[config.mk]
export PLATFORM = sky130hd
export DESIGN_NAME = mss_alu
export DESIGN_NICKNAME = d
export VERILOG_FILES = /design/src/rtl/mss_pkg.sv /design/src/rtl/mss_alu.sv
export SDC_FILE = /design/constraint.sdc
export NUM_CORES = 1
export LEC_CHECK = 0
export BUFFER_PORTS_ARGS = -buffer_cell sky130_fd_sc_hd__buf_2
export CAP_MARGIN = 30
export CORE_MARGIN = 2
export CORE_UTILIZATION = 45
export DETAILED_ROUTE_END_ITERATION = 10
export PLACE_DENSITY = 0.72
export SYNTH_ARGS = -nofsm -noshare
export SYNTH_HDL_FRONTEND = slang
export SYNTH_SLANG_ARGS = --single-unit
[constraint.sdc]
create_clock -name vclk -period 6.8
set_input_delay 0.68 -clock vclk [all_inputs]
set_output_delay 0.68 -clock vclk [all_outputs]
set_load 0.05 [all_outputs]
[src/rtl/mss_pkg.sv]
// ============================================================================
// mss_pkg
// Shared types, opcodes and result codes for the MIPS subset step engine.
// ============================================================================
package mss_pkg;

    // Default depth of the unified instruction/data memory, in words
    localparam int MEM_WORDS_DEF = 1024;

    // Width of a word index taken from a 32-bit byte address
    localparam int WORD_IDX_W = 30;

    // Primary opcodes, bits 31:26
    localparam logic [5:0] OP_RTYPE = 6'h00;
    localparam logic [5:0] OP_ADDI  = 6'h08;
    localparam logic [5:0] OP_LW    = 6'h23;
    localparam logic [5:0] OP_SW    = 6'h2B;
    localparam logic [5:0] OP_BEQ   = 6'h04;

    // R-type function codes, bits 5:0
    localparam logic [5:0] FN_ADD = 6'h20;
    localparam logic [5:0] FN_SUB = 6'h22;

    typedef enum logic [3:0] {
        K_LOAD     = 4'd0,
        K_ADD      = 4'd1,
        K_SUB      = 4'd2,
        K_RNOP     = 4'd3,
        K_ADDI     = 4'd4,
        K_LW       = 4'd5,
        K_SW       = 4'd6,
        K_BEQ_T    = 4'd7,
        K_BEQ_N    = 4'd8,
        K_UNKNOWN  = 4'd9,
        K_HALT     = 4'd10
    } kind_t;

    typedef enum logic [2:0] {
        S_IDLE,
        S_DECODE,
        S_EXEC,
        S_MAP,
        S_ACCESS,
        S_LOAD_WB
    } state_t;

    typedef struct packed {
        logic        req_type;
        logic [9:0]  load_addr;
        logic [31:0] load_data;
    } in_item_t;

    typedef struct packed {
        kind_t       kind;
        logic [31:0] exec_pc;
        logic [31:0] instr_word;
        logic        reg_written;
        logic [4:0]  reg_index;
        logic [31:0] reg_value;
        logic        mem_written;
        logic [31:0] mem_byte_addr;
        logic [31:0] mem_value;
        logic [31:0] next_pc;
    } out_item_t;

    // Register file write port
    typedef struct packed {
        logic        en;
        logic [4:0]  idx;
        logic [31:0] data;
    } rf_wr_t;

    // Decoded and executed instruction, held across the memory phases
    typedef struct packed {
        kind_t       kind;
        logic        is_mem;
        rf_wr_t      wr;
        logic [31:0] ea;
        logic [31:0] store_data;
        logic [31:0] npc;
    } exec_t;

endpackage

[src/rtl/mss_alu.sv]
// ============================================================================
// mss_alu
// Decode and execute one instruction: register result, effective address,
// branch target and next PC.
// ============================================================================
module mss_alu (
    input  logic [31:0]    inst,
    input  logic [31:0]    pc,
    input  logic [31:0]    a,
    input  logic [31:0]    b,
    output mss_pkg::exec_t ex
);
    import mss_pkg::*;

    logic [5:0]  op;
    logic [5:0]  fn;
    logic [4:0]  rt;
    logic [4:0]  rd;
    logic [31:0] imm;
    logic [31:0] pc4;
    logic [31:0] sum_ai;
    logic        wr_en;
    logic [4:0]  wr_idx;
    logic [31:0] wr_val;

    assign op     = inst[31:26];
    assign rt     = inst[20:16];
    assign rd     = inst[15:11];
    assign fn     = inst[5:0];
    assign imm    = {{16{inst[15]}}, inst[15:0]};
    assign pc4    = pc + 32'd4;
    assign sum_ai = a + imm;

    always_comb begin
        ex            = '0;
        ex.kind       = K_UNKNOWN;
        ex.ea         = sum_ai;
        ex.store_data = b;
        ex.npc        = pc4;
        wr_en         = 1'b0;
        wr_idx        = rd;
        wr_val        = 32'd0;
        unique case (op)
            OP_RTYPE: begin
                unique case (fn)
                    FN_ADD: begin
                        ex.kind = K_ADD;
                        wr_en   = 1'b1;
                        wr_val  = a + b;
                    end
                    FN_SUB: begin
                        ex.kind = K_SUB;
                        wr_en   = 1'b1;
                        wr_val  = a - b;
                    end
                    default: ex.kind = K_RNOP;
                endcase
            end
            OP_ADDI: begin
                ex.kind = K_ADDI;
                wr_en   = 1'b1;
                wr_idx  = rt;
                wr_val  = sum_ai;
            end
            OP_LW: begin
                ex.kind   = K_LW;
                ex.is_mem = 1'b1;
                wr_en     = 1'b1;
                wr_idx    = rt;
            end
            OP_SW: begin
                ex.kind   = K_SW;
                ex.is_mem = 1'b1;
            end
            OP_BEQ: begin
                if (a == b) begin
                    ex.kind = K_BEQ_T;
                    ex.npc  = pc4 + {imm[29:0], 2'b00};
                end else begin
                    ex.kind = K_BEQ_N;
                end
            end
            default: ex.kind = K_UNKNOWN;
        endcase
        // drop writes to R0
        if (wr_en && (wr_idx != 5'd0)) begin
            ex.wr.en   = 1'b1;
            ex.wr.idx  = wr_idx;
            ex.wr.data = wr_val;
        end
    end

endmodule

==> impl_metrics.tcl, run 1 <==
set metrics [dict create \
    status "finished clean" \
    via_per_inst 5.976 \
    intPower_uw 349.5 \
    drt_iter0_markers 706 \
    drive_gt1_share_pct 20.48 \
    core_um2 17900 \
    slew_viol_final 0 \
    design.die.area_um2 19310 \
    die_x_um 139.0 \
    ios 267 \
    vias 9867 \
    cp-end-kind "primary output" \
    finalCriticalPeriod_ns 5.223 \
    postRouteAntennaNets 0 \
    hold_class "in -> out" \
    post_cts_resized 0 \
    fillers 1893 \
    power_density_nw_per_um2 112.7 \
    post_drt_wl_per_cell_um 17.70 \
    highest_layer "met4" \
    post_cts_buffers 0 \
    seq_cells 0 \
    wl_met3_um 2232 \
    synth_warnings 0 \
    grt_pass1_wl_um 45390 \
    leakage_uw 0.004558 \
    synth_top_area_share_pct 20.00 \
    arrival_ns 4.54 \
    p_switching_uw 713.3 \
    die_h_um 139.0 \
    seq_area_um2 0 \
    layout_commonest_cell "buf_2" \
    final_cell_mix "buf_2 (258), a21oi_1 (152), ha_1 (131), nor2_1 (128), nand2_1 (86)" \
    syn_area_per_cell_um2 6.664 \
    tightest_slew_ns 1.100 \
    comb_power_share_pct 100.0 \
    globalRoute.totalOverflow 0 \
    rsz0062_at_grt "no" \
    drt_pass1_iterations 5 \
    dpl.hpwl_um 24670 \
    antenna_found_initial 1 \
    synth_nets 1493 \
    yosysSeqAreaShare_pct 0 \
    hold_buffers 0 \
    first_global_vias 8880 \
    fmax_mhz 191.5 \
    port_buffers 258 \
    multi_input_area_um2 7500 \
    fin_crit_sh_pct 76.81 \
    place_congestion 1.001 \
    syn-instance-count 1230 \
    cp-start-kind "input pin" \
    area_growth_pct 15.04 \
    synth_area_um2 8197 \
    path_cells "buf_2 > nand4_1 > nor3_1 > and2_1 > xor2_1 > ha_1 > and3_1 > and3_1 > a221oi_2 > o31ai_1 > or4b_1 > a31oi_2 > xnor2_1 > nand2_1 > xnor2_1 > buf_2" \
    hold_violations 0 \
    sw_frac_of_total_pct 67.11 \
    slowest_delay_ns 0.50 \
    routed-wl-met2_um 13480 \
    hold_slack_ns 1.360 \
    nClkBuffers 0 \
    start_util_pct 45.79 \
    critical_path_required_ns 6.12 \
    relSlewSlack_pct 26.01 \
    setup_viol 0 \
    fin_tns_setup_ns 0 \
    synthTopCellsByArea "ha_1 (20%), a21oi_1 (9.3%), xnor2_1 (8.7%)" \
    crit_type "in -> out" \
    cpMaxStageDelayCell "nor3_1" \
    yosysTopAreaCell "ha_1" \
    drt_wl_total_um 29220 \
    rows 49 \
    final_nets 1686 \
    wl_met1_um 12710 \
    maxCapViolations 0 \
    p_clk_share_pct 0 \
    grt_max_degree 61 \
    drc 0 \
    pwr-share-seq_pct 0 \
    hold_depth 0 \
    grt.total_usage_pct 28.02 \
    peakVddDrop_mv 0.07931 \
    synth_cell_type_count 74 \
    worstPathMaxFanout 5 \
]
final timing paths:
check / end / from / slack (ns)
worst max-delay path: ex[31] / pc[4] / 1.58
worst min-delay path: ex[1] / pc[1] / 1.36
area by class of cell:
class                           count  share of cell area [%]
Multi-Input combinational cell   1077                   79.54
Timing Repair Buffer              265                   14.25
Inverter                           79                   3.145
Tap cell                          229                   3.039
Antenna cell                        1                 0.02654
stage by stage:
step	cells	total power (uW)	util, %	cell area [um^2]	worst slack [ns]
final	1651	1063	52.67	9429	1.577
after global routing	1650	1144	52.66	9427	1.265
after CTS	1650	1051	52.66	9427	1.586
after detailed placement	1650	1045	52.66	9427	1.614
after global placement	1649	1039	52.61	9419	1.608
after floorplan	1230	798.4	-	8197	1.681
cells by family after synthesis:
| logic type | synth area share, % |
|---|---|
| compound gates | 33.58 |
| simple gates | 23.08 |
| buf+inv | 8.655 |
| fa+ha+maj | 20.97 |
| xor+xnor | 12.07 |
| mux | 1.633 |
cell usage after synthesis (6+ instances only):
cell,count
a31oi_1,12
o31ai_1,11
buf_4,34
nor3_1,29
nand2_1,86
buf_2,6
nor4_1,10
clkbuf_1,30
inv_1,74
a21o_1,39
o211ai_1,14
o21ai_1,13
nor2_1,129
ha_1,131
or3_1,11
a2111oi_0,7
xor2_1,32
xnor2_1,81
mux2i_1,10
a22oi_1,18
nand4_1,25
nand3_1,27
a211oi_1,8
o21a_1,9
and3_1,17
nand2b_1,18
a21oi_1,152
a22o_1,7
o21ai_0,51
o21bai_1,22
nor2b_1,18
power by group through the flow:
stage               clock (uW)  combinational (uW)  sequential, uW
global route                 0                1140               0
finish               0.0000197                1060               0
detailed placement           0                1050               0
global placement             0                1040               0
CTS                          0                1050               0
floorplan                    0                 798               0
layer usage:
layer  global-route usage [%]  vias up
met5                        0        -
met4                    7.177        0
met3                    3.867       50
met2                    47.78      427
met1                    37.22     4541
li1                         -     4849
worst max-delay path: cells and delay by family:
kind                     cells  cell delay (ns)
AO/OA/AOI/OAI                3             0.65
XOR/XNOR                     3             0.56
adder cells (fa/ha/maj)      1             0.33
buffers and inverters        2             0.40
AND/OR/NAND/NOR              7             1.91
(Power assumes the default switching activity.)
==> inputs of run 2 (changes only) <==
PLACE_DENSITY = 0.75   (was 0.72)
clock period = 4.3 ns   (was 6.8 ns; I/O delays follow)
==> run 2 against run 1 <==
The flow now finishes with violations (negative setup slack); critical path depth grew 2; design area grew 13%; final cell count grew 6.4%; non-clock buffer count grew 105; worst setup slack lost 1.7 ns; worst hold slack lost 0.50 ns; critical endpoint unchanged.
==> impl_metrics.tcl, run 2 (synthesis gave the netlist of run 1 again) <==
set metrics [dict create \
    tightest_slew_ns 0.8820 \
    rows 49 \
    die_h_um 139.0 \
    vias 10520 \
    place_congestion 1.012 \
    arrival_ns 3.95 \
    seq_cells 0 \
    hold_class "in -> out" \
    rsz0062_at_grt "yes" \
    dpl.hpwl_um 26150 \
    layout_setup_ws_ns -0.08108 \
    design.die.area_um2 19310 \
    postRouteAntennaNets 0 \
    worstPathMaxFanout 5 \
    slew_viol_final 0 \
    cp-end-kind "primary output" \
    via_per_inst 5.989 \
    grt_max_degree 61 \
    post_drt_wl_per_cell_um 18.10 \
    status "finished with violations" \
    final_cell_mix "buf_2 (244), a21oi_1 (149), ha_1 (128), nor2_1 (126), buf_4 (114)" \
    hold_slack_ns 0.8601 \
    globalRoute.totalOverflow 0 \
    ios 267 \
    finalCriticalPeriod_ns 4.381 \
    critPathLaunch "pc[4]" \
    drt_wl_total_um 31790 \
    start_util_pct 45.79 \
    fin_util_pct 59.32 \
    min_from "pc[1]" \
    antenna_found_initial 1 \
    hold_buffers 0 \
    drt_iter0_markers 937 \
    grt.total_usage_pct 30.58 \
    leakage_uw 0.005218 \
    nClkBuffers 0 \
    peakVddDrop_mv 0.1607 \
    final_nets 1791 \
    first_global_vias 9626 \
    drc 0 \
    preCtsSetupSlack_ns -0.1554 \
    maxCapViolations 0 \
    fin_crit_sh_pct 101.9 \
    relSlewSlack_pct 40.80 \
    failed_checks "negative setup slack" \
    core_um2 17900 \
    power_density_nw_per_um2 174.9 \
    critical_path_required_ns 3.87 \
    port_buffers 258 \
    drt_pass1_iterations 6 \
    crit_type "in -> out" \
    fmax_mhz 228.3 \
    die_x_um 139.0 \
    cp-start-kind "input pin" \
    layout_commonest_cell "buf_2" \
    drive_gt1_share_pct 28.70 \
    seq_area_um2 0 \
    hold_violations 0 \
    area_growth_pct 29.55 \
    grt_pass1_wl_um 49280 \
    setup_viol 1 \
]
## run 2: final timing paths
| check | to | cells after the start |
|---|---|---|
| max | ex[31] | 18 |
| min | ex[1] | 0 |
## run 2: through the flow
stage	cells	total power [uW]	instance area (um^2)	TNS (ns)
2_1_floorplan	1230	1270	8234	0
3_3_place_gp	1751	1769	10250	-0.09275
3_5_place_dp	1751	1776	10250	-0.1911
4_1_cts	1751	1793	10330	0
5_1_grt	1756	1984	10620	-0.3454
6_report	1756	1857	10620	-0.08108
## run 2: cell type report
cell class | instances | area (um^2)
Fill cell | 1702 | 7283
Timing Repair Buffer | 370 | 2218
Multi-Input combinational cell | 1077 | 7815
Tap cell | 229 | 286.5
Antenna cell | 1 | 2.502
Inverter | 79 | 296.5
## run 2: what timing repair did
item | in CTS | in global routing
endpoints found under the setup margin | 2 | 12
buffers inserted | 0 | 4
gates resized for setup | 17 | 53
pin swaps | 3 | 35
## run 2: report_power, final
part	switching [uW]	total (uW)	internal, uW	leakage [uW]
Sequential	0	0	0	0
Combinational	1200	1860	658	0.00522
Clock	0	0.0000312	0.0000312	0.00000000634
Total	1200	1860	658	0.00522
## run 2: worst max-delay path, cell delays in order
cell and delay [ns]:
buf_6 0.07, nand4_1 0.17, nor3_1 0.22, buf_4 0.16
nand4_1 0.14, xnor2_2 0.26, ha_2 0.33, nand2_1 0.08
nand3b_1 0.08, o221a_1 0.17, a221oi_4 0.39, o31ai_4 0.13
or4b_4 0.54, a31oi_4 0.15, xnor2_1 0.13, nand2_1 0.10
xnor2_2 0.21, buf_6 0.18
## run 2: metal layers
metal  routed length, um  GRT usage [%]  up-vias
met1               13340          41.44     4780
met2               14420          51.49      596
met5                   0              0        -
met3                2959          3.591       77
met4                1065          8.081        0
li1                    -              -     5063
==> inputs of run 3 (changes only) <==
BUFFER_PORTS_ARGS = default   (was -buffer_cell sky130_fd_sc_hd__buf_2)
DONT_BUFFER_PORTS = 1   (was default)
PLACE_DENSITY = default   (was 0.75)
==> run 3 against run 2 <==
The flow now finishes without violations; sequential share of layout area stayed put; clock-buffer cell count stayed put; utilization is 5.5 points lower; non-clock buffer count is 223 lower; die area stayed put; worst hold slack hardly changed; via count is 10% lower; first-iteration DRC count is 3.7% lower; global-route usage is 1.6 points lower; critical path type unchanged; largest cell class unchanged.
==> impl_metrics.tcl, run 3 (synthesis gave the netlist of run 1 again) <==
set metrics [dict create \
    cp-end-kind "primary output" \
    maxCapViolations 0 \
    fillers 1816 \
    grt_pass1_wl_um 46500 \
    nClkBuffers 0 \
    num_antenna_cells 0 \
    crit_type "in -> out" \
    slew_viol_final 0 \
    fin_crit_sh_pct 97.58 \
    grt_max_degree 56 \
    fin_tns_setup_ns 0 \
    status "finished clean" \
    antenna_found_initial 0 \
    rows 49 \
    finalCriticalPeriod_ns 4.196 \
    layout_commonest_cell "a21oi_1" \
    dpl.hpwl_um 25060 \
    peakVddDrop_mv 0.1621 \
    seq_area_um2 0 \
    tightest_slew_ns 0.6708 \
    hold_slack_ns 0.8600 \
    arrival_ns 3.77 \
    fmax_mhz 238.3 \
    worstPathMaxFanout 5 \
    cp-start-kind "input pin" \
    hold-path-endpoint "ex[52]" \
    area_growth_pct 17.54 \
    critical_path_required_ns 3.87 \
    drt_pass1_iterations 5 \
    grt.total_usage_pct 29.02 \
    ios 267 \
    core_um2 17900 \
    dpl_cell_area_um2 9330 \
    seq_cells 0 \
    design.die.area_um2 19310 \
    top_usage_layer "met2" \
    met3_usage_pct 4.178 \
    met1_usage_pct 39.40 \
    hold_violations 0 \
    die_h_um 139.0 \
    preCtsSetupSlack_ns 0.009732 \
    post_drt_wl_per_cell_um 19.67 \
    port_buffers 0 \
    place_congestion 0.9663 \
    start_util_pct 45.79 \
    drt_iter0_markers 902 \
    die_x_um 139.0 \
    drt_wl_total_um 30140 \
    hold_buffers 0 \
    rsz0062_at_grt "yes" \
    hold_depth 0 \
    first_global_vias 8884 \
    postRouteAntennaNets 0 \
    via_per_inst 6.176 \
    hold_class "in -> out" \
    min_from "b[20]" \
    drive_gt1_share_pct 16.65 \
    layout_setup_ws_ns 0.1042 \
    vias 9461 \
    globalRoute.totalOverflow 0 \
    relSlewSlack_pct 54.98 \
    final_cell_area_um2 9634 \
    final_nets 1568 \
    power_density_nw_per_um2 170.1 \
    final_cell_mix "a21oi_1 (149), buf_4 (137), nor2_1 (125), ha_1 (124), nand2_1 (85)" \
    multi_input_area_um2 7823 \
    leakage_uw 0.004323 \
    grt_util_met2_pct 49.55 \
    drc 0 \
    setup_viol 0 \
]
[run 3: cell types whose count changed in the layout (fill, tap and decap cells not counted), sizes merged]
cell | previous run | this run
diode | 1 | 0
clkbuf | 3 | 0
buf | 367 | 147
[run 3: how the worst max path moves through the flow]
| stage | from | endpoint | slack, ns | depth (start not counted) |
|---|---|---|---|---|
| after global placement | pc[5] | ex[31] | 0.001 | 17 |
| after global routing | pc[6] | ex[31] | -0.07 | 18 |
| after CTS | pc[5] | ex[31] | 0.003 | 17 |
| final | pc[9] | ex[31] | 0.10 | 16 |
| after detailed placement | pc[5] | ex[31] | 0.01 | 17 |
| after floorplan | inst[1] | ex[124] | 0.01 | 13 |
[run 3: power breakdown]
| part | leakage, uW | switching [uW] | internal [uW] | total, uW |
|---|---|---|---|---|
| clock network | 0 | 0 | 0 | 0 |
| logic | 0.00432 | 1030 | 610 | 1640 |
| registers | 0 | 0 | 0 | 0 |
| total | 0.00432 | 1030 | 610 | 1640 |
[run 3: repair_timing]
action | CTS | global route
setup endpoints to repair | 0 | 6
buffers inserted | 0 | 3
gates resized for setup | 0 | 47
hold endpoints to repair | 0 | 0
[run 3: cell type report]
type	count	area share, %
Inverter	79	3.078
Multi-Input combinational cell	1077	81.19
Tap cell	229	2.974
Timing Repair Buffer	147	12.75
[run 3: metal layers]
metal  vias up  share of wire, %
met3        53               9.3
met4         0               2.1
li1       4611                 -
met2       454                46
met5         -                 0
met1      4343                42
[run 3: per-stage QoR]
step | std cells | power, uW | utilization [%]
after global placement | 1528 | 1570 | 52.08
final | 1532 | 1639 | 53.82
after global routing | 1532 | 1762 | 53.82
after floorplan | 1230 | 1270 | -
after CTS | 1529 | 1587 | 52.12
after detailed placement | 1529 | 1577 | 52.12
[run 3: critical path: stages]
cell and delay [ns]:
nand4_1 0.12, nor3_1 0.22, buf_4 0.16, nand4_1 0.12, xnor2_2 0.31, ha_4 0.27, and3_1 0.17, and3_1 0.16
a221oi_2 0.33, o31ai_2 0.15, or4b_4 0.54, a31oi_4 0.16, xnor2_1 0.13, nand2_1 0.10, xnor2_2 0.22, buf_12 0.16
